--- src/sv/ultrasonic_range_trimmed_mean_top_assert.svh ---
// Assertion macros for the ultrasonic ranger with trimmed mean.
// Included by the top level; needs no package.
`ifndef ULTRASONIC_RANGE_TRIMMED_MEAN_TOP_ASSERT_SVH
`define ULTRASONIC_RANGE_TRIMMED_MEAN_TOP_ASSERT_SVH
`ifndef SYNTHESIS
// Condition implies property in the same cycle.
`define URTM_ASSERT_SAME(label, clk, rst, cond, prop) \
   label: assert property (@(posedge clk) disable iff (rst) (cond) |-> (prop)) \
      else $error("urtm assertion failed");
// Condition implies property in the next cycle.
`define URTM_ASSERT_NEXT(label, clk, rst, cond, prop) \
   label: assert property (@(posedge clk) disable iff (rst) (cond) |=> (prop)) \
      else $error("urtm assertion failed");
`else
`define URTM_ASSERT_SAME(label, clk, rst, cond, prop)
`define URTM_ASSERT_NEXT(label, clk, rst, cond, prop)
`endif
`endif

--- src/sv/urtm_pkg.sv ---
// Shared types and constants of the ultrasonic ranger with trimmed mean.
// No dependencies.
package urtm_pkg;

   localparam int TICK_W = 16;
   localparam int TRIG_W = 8;
   localparam int CM_W = 11;
   localparam int REM_W = 6;
   localparam int SUM_W = 15;
   localparam int DIST_W = 15;
   localparam int CSR_IDX_W = 1;
   localparam int CSR_DATA_W = 16;

   // Echo width kept as centimetres plus remainder modulo 58
   localparam logic [REM_W-1:0] REM_LAST = 6'd57;
   // 65535 ticks = 1129 * 58 + 53
   localparam logic [CM_W-1:0] CM_SAT = 11'd1129;
   localparam logic [REM_W-1:0] REM_SAT = 6'd53;

   // Reciprocal division of the trimmed sum
   localparam int MEAN_SHIFT = 24;
   localparam int RECIP_W = 25;
   localparam int NUM_W = SUM_W + 4;
   localparam int PROD_W = NUM_W + RECIP_W;
   localparam int QUO_W = PROD_W - MEAN_SHIFT;

   localparam logic [CSR_IDX_W-1:0] CSR_TRIGGER_TICKS = 1'd0;
   localparam logic [CSR_IDX_W-1:0] CSR_GAP_TICKS = 1'd1;

   localparam logic [TRIG_W-1:0] TRIGGER_TICKS_RST = 8'd10;
   localparam logic [TICK_W-1:0] GAP_TICKS_RST = 16'd50000;

   typedef enum logic [2:0] {
      PH_IDLE,
      PH_TRIG,
      PH_WAIT,
      PH_MEAS,
      PH_GAP,
      PH_GAPL
   } phase_type;

   typedef struct packed {
      logic start_req;
      logic echo;
   } req_item_type;

   typedef struct packed {
      logic              trigger_out;
      logic              busy_res;
      logic              done_res;
      logic [DIST_W-1:0] distance_x16;
   } rsp_item_type;

   typedef struct packed {
      logic [TRIG_W-1:0] trigger_ticks;
      logic [TICK_W-1:0] gap_ticks;
   } cfg_type;

endpackage

--- src/sv/urtm_mean.sv ---
// Trimmed mean: (sum - min - max) * 16 / (SAMPLES - 2) by reciprocal multiply.
// Depends on urtm_pkg.
module urtm_mean
   import urtm_pkg::*;
#(
   parameter int SAMPLES = 5
) (
   input  logic [SUM_W-1:0]  sum,
   input  logic [CM_W-1:0]   min_cm,
   input  logic [CM_W-1:0]   max_cm,
   output logic [DIST_W-1:0] mean_x16
);

   localparam int MEAN_DIV = (SAMPLES > 2) ? SAMPLES - 2 : 1;
   localparam logic [RECIP_W-1:0] MEAN_RECIP =
      RECIP_W'(((64'd1 << MEAN_SHIFT) + 64'(MEAN_DIV) - 64'd1) / 64'(MEAN_DIV));

   logic [CM_W:0]       drop;
   logic [SUM_W-1:0]    rest;
   logic [NUM_W-1:0]    num;
   logic [PROD_W-1:0]   prod;
   logic [QUO_W-1:0]    quo;

   assign drop = {1'b0, min_cm} + {1'b0, max_cm};
   assign rest = (sum >= SUM_W'(drop)) ? sum - SUM_W'(drop) : '0;
   assign num  = {rest, 4'b0000};
   assign prod = PROD_W'(num) * PROD_W'(MEAN_RECIP);
   assign quo  = prod[PROD_W-1:MEAN_SHIFT];
   // clamp to the output range
   assign mean_x16 = (quo > QUO_W'({DIST_W{1'b1}})) ? {DIST_W{1'b1}} : quo[DIST_W-1:0];

endmodule

--- src/sv/urtm_core.sv ---
// Ranging sequencer: trigger, echo timing, per-set statistics and result.
// Depends on urtm_pkg and urtm_mean.
module urtm_core
   import urtm_pkg::*;
#(
   parameter int SAMPLES = 5
) (
   input  logic         clock,
   input  logic         reset,
   input  logic         step_en,
   input  req_item_type item,
   input  cfg_type      cfg,
   output rsp_item_type result
);

   localparam int IDX_W = $clog2(SAMPLES);
   localparam logic [IDX_W-1:0] IDX_LAST = IDX_W'(SAMPLES - 1);

   phase_type         phase_ff, phase_in;
   logic [TICK_W-1:0] tick_ff, tick_in;
   logic [CM_W-1:0]   cm_ff, cm_in;
   logic [REM_W-1:0]  rem_ff, rem_in;
   logic [IDX_W-1:0]  index_ff, index_in;
   logic [SUM_W-1:0]  sum_ff, sum_in;
   logic [CM_W-1:0]   min_ff, min_in;
   logic [CM_W-1:0]   max_ff, max_in;
   logic [DIST_W-1:0] dist_ff, dist_in;
   logic              done;
   logic [DIST_W-1:0] mean_x16;

   urtm_mean #(
      .SAMPLES(SAMPLES)
   ) u_mean (
      .sum      (sum_ff),
      .min_cm   (min_ff),
      .max_cm   (max_ff),
      .mean_x16 (mean_x16)
   );

   always_ff @(posedge clock) begin
      if (reset) begin
         phase_ff <= PH_IDLE;
         tick_ff  <= '0;
         cm_ff    <= '0;
         rem_ff   <= '0;
         index_ff <= '0;
         sum_ff   <= '0;
         min_ff   <= '1;
         max_ff   <= '0;
         dist_ff  <= '0;
      end else if (step_en) begin
         phase_ff <= phase_in;
         tick_ff  <= tick_in;
         cm_ff    <= cm_in;
         rem_ff   <= rem_in;
         index_ff <= index_in;
         sum_ff   <= sum_in;
         min_ff   <= min_in;
         max_ff   <= max_in;
         dist_ff  <= dist_in;
      end
   end

   always_comb begin
      phase_in = phase_ff;
      tick_in  = tick_ff;
      cm_in    = cm_ff;
      rem_in   = rem_ff;
      index_in = index_ff;
      sum_in   = sum_ff;
      min_in   = min_ff;
      max_in   = max_ff;
      dist_in  = dist_ff;
      done     = 1'b0;
      unique case (phase_ff)
         PH_IDLE: begin
            if (item.start_req) begin
               index_in = '0;
               sum_in   = '0;
               min_in   = '1;
               max_in   = '0;
               cm_in    = '0;
               rem_in   = '0;
               phase_in = PH_TRIG;
               tick_in  = TICK_W'(1);
            end
         end
         PH_TRIG: begin
            if (tick_ff >= TICK_W'(cfg.trigger_ticks)) begin
               phase_in = PH_WAIT;
               tick_in  = '0;
            end else begin
               tick_in = tick_ff + TICK_W'(1);
            end
         end
         PH_WAIT: begin
            if (item.echo) begin
               phase_in = PH_MEAS;
               cm_in    = '0;
               rem_in   = REM_W'(1);
            end
         end
         PH_MEAS: begin
            if (item.echo) begin
               // hold at saturation
               if (!(cm_ff == CM_SAT && rem_ff == REM_SAT)) begin
                  if (rem_ff == REM_LAST) begin
                     rem_in = '0;
                     cm_in  = cm_ff + CM_W'(1);
                  end else begin
                     rem_in = rem_ff + REM_W'(1);
                  end
               end
            end else begin
               sum_in  = sum_ff + SUM_W'(cm_ff);
               min_in  = (cm_ff < min_ff) ? cm_ff : min_ff;
               max_in  = (cm_ff > max_ff) ? cm_ff : max_ff;
               tick_in = '0;
               if (index_ff == IDX_LAST) begin
                  index_in = '0;
                  phase_in = PH_GAPL;
               end else begin
                  index_in = index_ff + IDX_W'(1);
                  phase_in = PH_GAP;
               end
            end
         end
         PH_GAP, PH_GAPL: begin
            if (tick_ff >= cfg.gap_ticks) begin
               if (phase_ff == PH_GAPL) begin
                  dist_in  = mean_x16;
                  phase_in = PH_IDLE;
                  tick_in  = '0;
                  done     = 1'b1;
               end else begin
                  phase_in = PH_TRIG;
                  tick_in  = TICK_W'(1);
               end
            end else begin
               tick_in = tick_ff + TICK_W'(1);
            end
         end
         default: begin
            phase_in = PH_IDLE;
            tick_in  = '0;
         end
      endcase
   end

   assign result.trigger_out  = (phase_in == PH_TRIG);
   assign result.busy_res     = (phase_in != PH_IDLE);
   assign result.done_res     = done;
   assign result.distance_x16 = dist_in;

endmodule

--- src/sv/ultrasonic_range_trimmed_mean_top.sv ---
// Top level of the ultrasonic ranger with trimmed mean: handshake stages and CSRs.
// Depends on urtm_pkg, urtm_core and the assertion macro header.
`include "ultrasonic_range_trimmed_mean_top_assert.svh"

// Each input item is one microsecond tick: a start request and the sampled echo
// level. Every accepted item gives exactly one result item, in order: the trigger
// pin level, busy, a one-tick done flag and the held trimmed-mean distance in
// centimetres with 4 fraction bits. A start while idle runs SAMPLES readings
// (trigger pulse, echo width timed in ticks, converted to cm by a running
// modulo-58 counter, then a pause of gap_ticks); after the last pause the lowest
// and highest readings are dropped and the rest averaged by a reciprocal
// multiply. Waits for the echo have no timeout. The block takes one item per
// clock while rsp_ready keeps the result slot free: an input register and a
// result register each hold one item, so a new item goes in while the previous
// result waits. An accepted item moves from the input register to the result
// register, shown on rsp_valid, when that is free or being emptied. The state
// update sits between the two registers and is set by the mean's reciprocal multiply.
// Write the CSRs only while no item is in flight; writes are registered before use.
// There are no memories and no clearing pass after reset.
module ultrasonic_range_trimmed_mean_top
   import urtm_pkg::*;
#(
   parameter int SAMPLES = 5
) (
   input  logic                  clock,
   input  logic                  reset,
   input  logic                  req_valid,
   output logic                  req_ready,
   input  req_item_type          req_item,
   output logic                  rsp_valid,
   input  logic                  rsp_ready,
   output rsp_item_type          rsp_item,
   input  logic                  csr_wr_en,
   input  logic [CSR_IDX_W-1:0]  csr_index,
   input  logic [CSR_DATA_W-1:0] csr_wdata
);

   logic         in_valid_ff, in_valid_in;
   req_item_type in_item_ff;
   logic         rsp_valid_ff, rsp_valid_in;
   rsp_item_type rsp_item_ff;
   cfg_type      cfg_ff, cfg_in;
   logic         req_accept;
   logic         advance;
   rsp_item_type result;

   // Move the held item through the sequencer when the result slot is free or being emptied
   assign advance    = in_valid_ff && (!rsp_valid_ff || rsp_ready);
   assign req_ready  = !in_valid_ff || advance;
   assign req_accept = req_valid && req_ready;

   always_comb begin
      in_valid_in = in_valid_ff;
      if (req_accept) begin
         in_valid_in = 1'b1;
      end else if (advance) begin
         in_valid_in = 1'b0;
      end
      rsp_valid_in = rsp_valid_ff;
      if (advance) begin
         rsp_valid_in = 1'b1;
      end else if (rsp_ready) begin
         rsp_valid_in = 1'b0;
      end
   end

   // Decode CSR writes
   always_comb begin
      cfg_in = cfg_ff;
      if (csr_wr_en) begin
         unique case (csr_index)
            CSR_TRIGGER_TICKS: cfg_in.trigger_ticks = csr_wdata[TRIG_W-1:0];
            CSR_GAP_TICKS:     cfg_in.gap_ticks     = csr_wdata[TICK_W-1:0];
            default:           cfg_in = cfg_ff;
         endcase
      end
   end

   always_ff @(posedge clock) begin
      if (reset) begin
         in_valid_ff          <= 1'b0;
         rsp_valid_ff         <= 1'b0;
         cfg_ff.trigger_ticks <= TRIGGER_TICKS_RST;
         cfg_ff.gap_ticks     <= GAP_TICKS_RST;
      end else begin
         in_valid_ff  <= in_valid_in;
         rsp_valid_ff <= rsp_valid_in;
         cfg_ff       <= cfg_in;
      end
   end

   // Payload registers: capture on accept and on advance only
   always_ff @(posedge clock) begin
      if (req_accept) begin
         in_item_ff <= req_item;
      end
      if (advance) begin
         rsp_item_ff <= result;
      end
   end

   urtm_core #(
      .SAMPLES(SAMPLES)
   ) u_core (
      .clock   (clock),
      .reset   (reset),
      .step_en (advance),
      .item    (in_item_ff),
      .cfg     (cfg_ff),
      .result  (result)
   );

   assign rsp_valid = rsp_valid_ff;
   assign rsp_item  = rsp_item_ff;

   `URTM_ASSERT_NEXT(a_advance_fills_rsp, clock, reset, advance, rsp_valid_ff)
   `URTM_ASSERT_NEXT(a_held_item_stays, clock, reset, in_valid_ff && !advance, in_valid_ff && $stable(in_item_ff))
   `URTM_ASSERT_SAME(a_done_means_idle, clock, reset, rsp_valid_ff && rsp_item_ff.done_res, !rsp_item_ff.busy_res)
   `URTM_ASSERT_SAME(a_trigger_means_busy, clock, reset, rsp_valid_ff && rsp_item_ff.trigger_out, rsp_item_ff.busy_res)

endmodule

--- config.mk ---
export PLATFORM = sky130hd
export DESIGN_NAME = ultrasonic_range_trimmed_mean_top
export DESIGN_NICKNAME = d
export VERILOG_FILES = /design/src/sv/urtm_pkg.sv /design/src/sv/urtm_mean.sv /design/src/sv/urtm_core.sv /design/src/sv/ultrasonic_range_trimmed_mean_top.sv
export VERILOG_INCLUDE_DIRS = /design/src /design/src/sv
export SDC_FILE = /design/constraint.sdc
export NUM_CORES = 1
export LEC_CHECK = 0
export BUFFER_PORTS_ARGS = -buffer_cell sky130_fd_sc_hd__buf_2
export CAP_MARGIN = 20
export CORE_UTILIZATION = 55
export CTS_CLUSTER_DIAMETER = 200
export CTS_CLUSTER_SIZE = 10
export DETAILED_ROUTE_END_ITERATION = 8
export PLACE_DENSITY = 0.71
export SKIP_CTS_REPAIR_TIMING = 1
export SLEW_MARGIN = 20
export SYNTH_ARGS = -nofsm -noshare
export SYNTH_HDL_FRONTEND = slang
export SYNTH_SLANG_ARGS = --single-unit
--- constraint.sdc ---
create_clock -name clock -period 11.7 [get_ports clock]
set_input_delay 0.585 -clock clock [delete_from_list [all_inputs] [get_ports clock]]
set_output_delay 0.585 -clock clock [all_outputs]
set_load 0.05 [all_outputs]
# Yosys cells after proc, flatten, opt, wreduce, memory -nomap -nowiden
# Index checks and enable logic that the tools add are counted.
# classes
n_addsub	7
multipliers	1
n_lt_le_gt_ge	6
eq_ne	18
mux	50
bitwise	2
reduce_logical	23
# op_table
cell	n
$mux 11	10
$mux 15	7
$pmux 16 s5	1
$mux 16	4
$pmux 11 s2	2
$mul 15x22->37 const B	1
$pmux 11 s3	1
$mux 6	5
$pmux 15 s2	1
$mux 3	8
$gt 18x15->1 const B	1
$pmux 6 s3	1
$add 16x1->16 const B	1
$ge 16x16->1	1
$ge 16x8->1	1
$add 15x11->15	1
$ge 15x12->1	1
$pmux 3 s5	1
$sub 15x12->15	1
$add 11x11->12	1
$eq 6x6->1 const B	2
$add 11x1->11 const B	1
$eq 11x11->1 const B	1
$gt 11x11->1	1
other kinds (23)	52
# word_totals
ff_bits	137
out_inout_bits	20
elab_cells	126

# Longest topological paths before layout
# depth
word_depth	9
ltp_mapped	42
ltp_nobuf	40

# Modules after synthesis
# From an unflattened synthesis, not the netlist that was laid out.
# unflattened
hier_cells	1504
area_unflattened_um2	13518.0
# modules_own_cells
mod	n_inst	cells_each	area_per_inst_um2	seq_area_each_um2
urtm_core	1	738	6228.5	1821.7
urtm_mean	1	637	5600.4	0.0
ultrasonic_range_trimmed_mean_top	1	129	1689.1	1121.1

# Least setup slack after synthesis
# Ideal clock, no wire load.
# synth_path
path_type	reg-to-reg
startpoint	register u_core.max_ff[0]
endpoint	register rsp_item_ff, in the netlist rsp_item[0] (data pin)
arrival_ps	9056
slack_ps	2388
path_stages_with_launch	39
path_cell_list	dfxtp_1 ha_1 inv_1 fa_1 nor2b_1 o21ai_0 a21oi_1 o21ai_0 a21boi_0 o21ai_0 nand2_1 a21oi_1 o311a_1 ha_1 nand2_1 or4_1 o211a_2 and2_4 [3 not listed] inv_1 fa_1 fa_1 inv_1 fa_1 fa_1 fa_1 ha_1 clkbuf_1 a21oi_1 o21ai_0 a221o_1 o21ai_0 o211ai_2 mux2i_1 or4b_4 buf_2 o22a_1
# synth_lines
element	line_no	text
from (decl)	urtm_core.sv:26	logic [CM_W-1:0] max_ff, max_in;
from (signal assigned)	urtm_core.sv:59	max_ff <= max_in;
to (signal assigned)	ultrasonic_range_trimmed_mean_top.sv:98	rsp_item_ff <= result;
to (decl)	ultrasonic_range_trimmed_mean_top.sv:41	rsp_item_type rsp_item_ff;

==> qor.txt <==
WL/cell: 15.6 um
clk_skew: 0.0201 ns
Core Area: 0.0229 mm^2
VDD IR max: 0.0805 mV
Clock H-tree levels: 4
Setup CP Type: reg -> reg
Seq pwr share: 0.449
CTS sink count: 137
multi-input logic area: 0.00904 mm^2
ys async rst share: 0
CP delay by family, top: adder cells
via/cell ratio: 5.73
Final Hold Viols: 0
initial core utilization: 0.566
CP arrival: 10.27 ns
root buffer cell: clkbuf_16
vias in the first global route: 10300
Clock Latency Late Sink: 0.43 ns
max incr delay on CP: 0.75 ns
share of cells above drive strength 1: 0.0641
Die Ht: 156 um
status: complete, no violations
number of inserted diodes: 0
Static Leak: 7.08 nW
GPL Wtd Cong: 0.889
Synth cell types: 63
critical path capture point type: flop
WL met2: 13.6 mm
most frequent cells in the layout: inv_1, ha_1, nand2_1
TritonCTS clock tree: done
Rel. slew slack: 0.323
Final period util: 0.864
TritonRoute pass-1 iters: 5
Placed Cells: 1825
PnR Total Power: 1.10 mW
most common cell after layout, fill and taps aside: inv_1
GR Util All Layers: 0.249
worst hold path class: in -> reg
Reg area: 0.00294 mm^2
sequential cell area fraction in the yosys report: 0.227
hold path depth: 1
Max Buffers Root-to-Sink: 2
max-cap viol count: 0
CP Launch Point: u_core.max_ff[0]$_SDFFE_PP0P_
Final Slew Violations: 0
WP data required: 11.86 ns
num ports: 44
power share of the clock group: 0.493
syn avg cell area: 8.57 um^2
fin crit period: 10.11 ns
critical path's slowest cell: or4b_4
top cell type's share of synthesized area: 0.193
post-detail-place hpwl: 23.1 mm
vias after detailed routing: 10600
YS warnings: 0
fmax: 98.9 MHz
port bufs: 43
P_int: 0.807 mW
largest area contributor in the netlist: ha_1
cts bufs inserted: 17
Synth area leaders: ha_1, dfxtp_1, fa_1
DRC: 0
final setup fails: 0
pwr dens: 78.1 mW/mm^2
clk slew on worst S/H paths: 0.07 ns
#FFs+latches synth: 137
CP Launch Type: flop
Non-Filler Instances: 1858
uppermost layer routed: met4
post-route ant nets: 0
WL met3: 1.24 mm
RSZ-0062 raised after global routing: no
GRT Residual Overflow: 0
WL final: 29.0 mm
M1 WL: 13.7 mm
WP depth: 35
hold path start: req_item[0]
die footprint: 0.0242 mm^2
Sw Pwr: 0.289 mW
commonest register cell after synthesis: dfxtp_1
reg-to-reg startpoint: u_core.max_ff[0]$_SDFFE_PP0P_
Buf/Inv on CP: 3
nets: 1829
DR iter-0 viols: 597
Mapped Cells: 1514
global-route wire length before repair: 48.7 mm
Reg2Reg Depth: 35
Die W: 156 um
CP max FO: 30
Core Rows: 55
Fill cells: 2057
Least-Margin Pin Slew: 1.01 ns
initial antenna violation count: 0
Comb power frac: 0.058
Post-Syn Nets: 1811
setup_tns: 0 ns
largest net degree at the start of global routing: 70
switch share: 0.264
Reg2Reg Setup Slack: 1.59 ns
area grow syn2layout: 8.11%
EDFF count, synth: 20
post-synthesis cell area: 0.0130 mm^2
sequential cells by signal, summed over array words and instances (netlist names):
register / count
cfg_ff: 24
rsp_item: 18
u_core.tick_ff: 16
u_core.dist_ff: 15
u_core.sum_ff: 15
u_core.cm_ff: 11
u_core.max_ff: 11
u_core.min_ff: 11
u_core.rem_ff: 6
u_core.index_ff: 3
u_core.phase_ff: 3
in_item_ff: 2
in_valid_ff: 1
rsp_valid: 1
path summary, 6_finish.rpt:
kind                             end
max            rsp_item[1]$_DFFE_PP_
min          in_item_ff[0]$_DFFE_PP_
min reg2reg  cfg_ff[11]$_SDFFE_PP0P_
max reg2reg    rsp_item[1]$_DFFE_PP_
per-stage QoR:
| stage | hold slack, ns | worst slack, ns | cell area [um^2] | util |
|---|---|---|---|---|
| 2_1_floorplan | 0.436 | 2.39 | 13000 | - |
| 3_3_place_gp | 0.442 | 1.83 | 13400 | 0.586 |
| 3_5_place_dp | 0.447 | 1.66 | 13400 | 0.586 |
| 4_1_cts | 0.327 | 1.62 | 14000 | 0.612 |
| 5_1_grt | 0.326 | 0.779 | 14000 | 0.612 |
| 6_report | 0.340 | 1.59 | 14000 | 0.612 |
synthesized netlist by cell type (all sizes together) (5+ instances only):
cell and number:
a21oi 113, nor2b 14, o31a 18, nand3b 12, nor2 105, a211o 9
nand4 19, nand3 29, buf 5, o21ai 49, o22a 26, o211ai 7
xnor2 33, dfxtp 117, o21bai 6, nand2b 13, clkbuf 48, mux2i 25
a31oi 6, ha 200, a211oi 15, o21a 13, nand2 129, inv 209
nor3 22, a22oi 12, fa 73, or3 8, xor2 20, and3 23
edfxtp 20, a21o 42, and2 9, nor4 5, a2111oi 5
power groups by stage:
stage | combinational, mW | sequential, mW | clock, mW
2_1_floorplan | 0.0355 | 0.511 | 0
3_3_place_gp | 0.0626 | 0.502 | 0
3_5_place_dp | 0.0636 | 0.502 | 0
4_1_cts | 0.0641 | 0.492 | 0.551
5_1_grt | 0.0704 | 0.493 | 0.567
6_report | 0.0640 | 0.492 | 0.540
area by class of cell:
cell class                      count  share of cell area
Multi-Input combinational cell   1115               0.645
Sequential cell                   137               0.210
Inverter                          209              0.0559
Clock buffer                       17              0.0303
Tap cell                          313              0.0279
Timing Repair Buffer               52              0.0202
Clock inverter                     15              0.0113
layer usage:
layer,vias up,track usage
met5,-,0
met4,0,0.0649
met3,31,0.0417
met2,216,0.417
met1,5091,0.333
li1,5300,-
logic make-up after synthesis:
logic type               count (synthesis)  synth area share
AO/OA/AOI/OAI                          357             0.184
buffers and inverters                  262            0.0776
AND/OR/NAND/NOR                        405             0.149
adder cells (fa/ha/maj)                273             0.305
flip-flops                             137             0.227
XOR/XNOR                                53            0.0358
multiplexers                            27            0.0210
(Power assumes the default switching activity.)
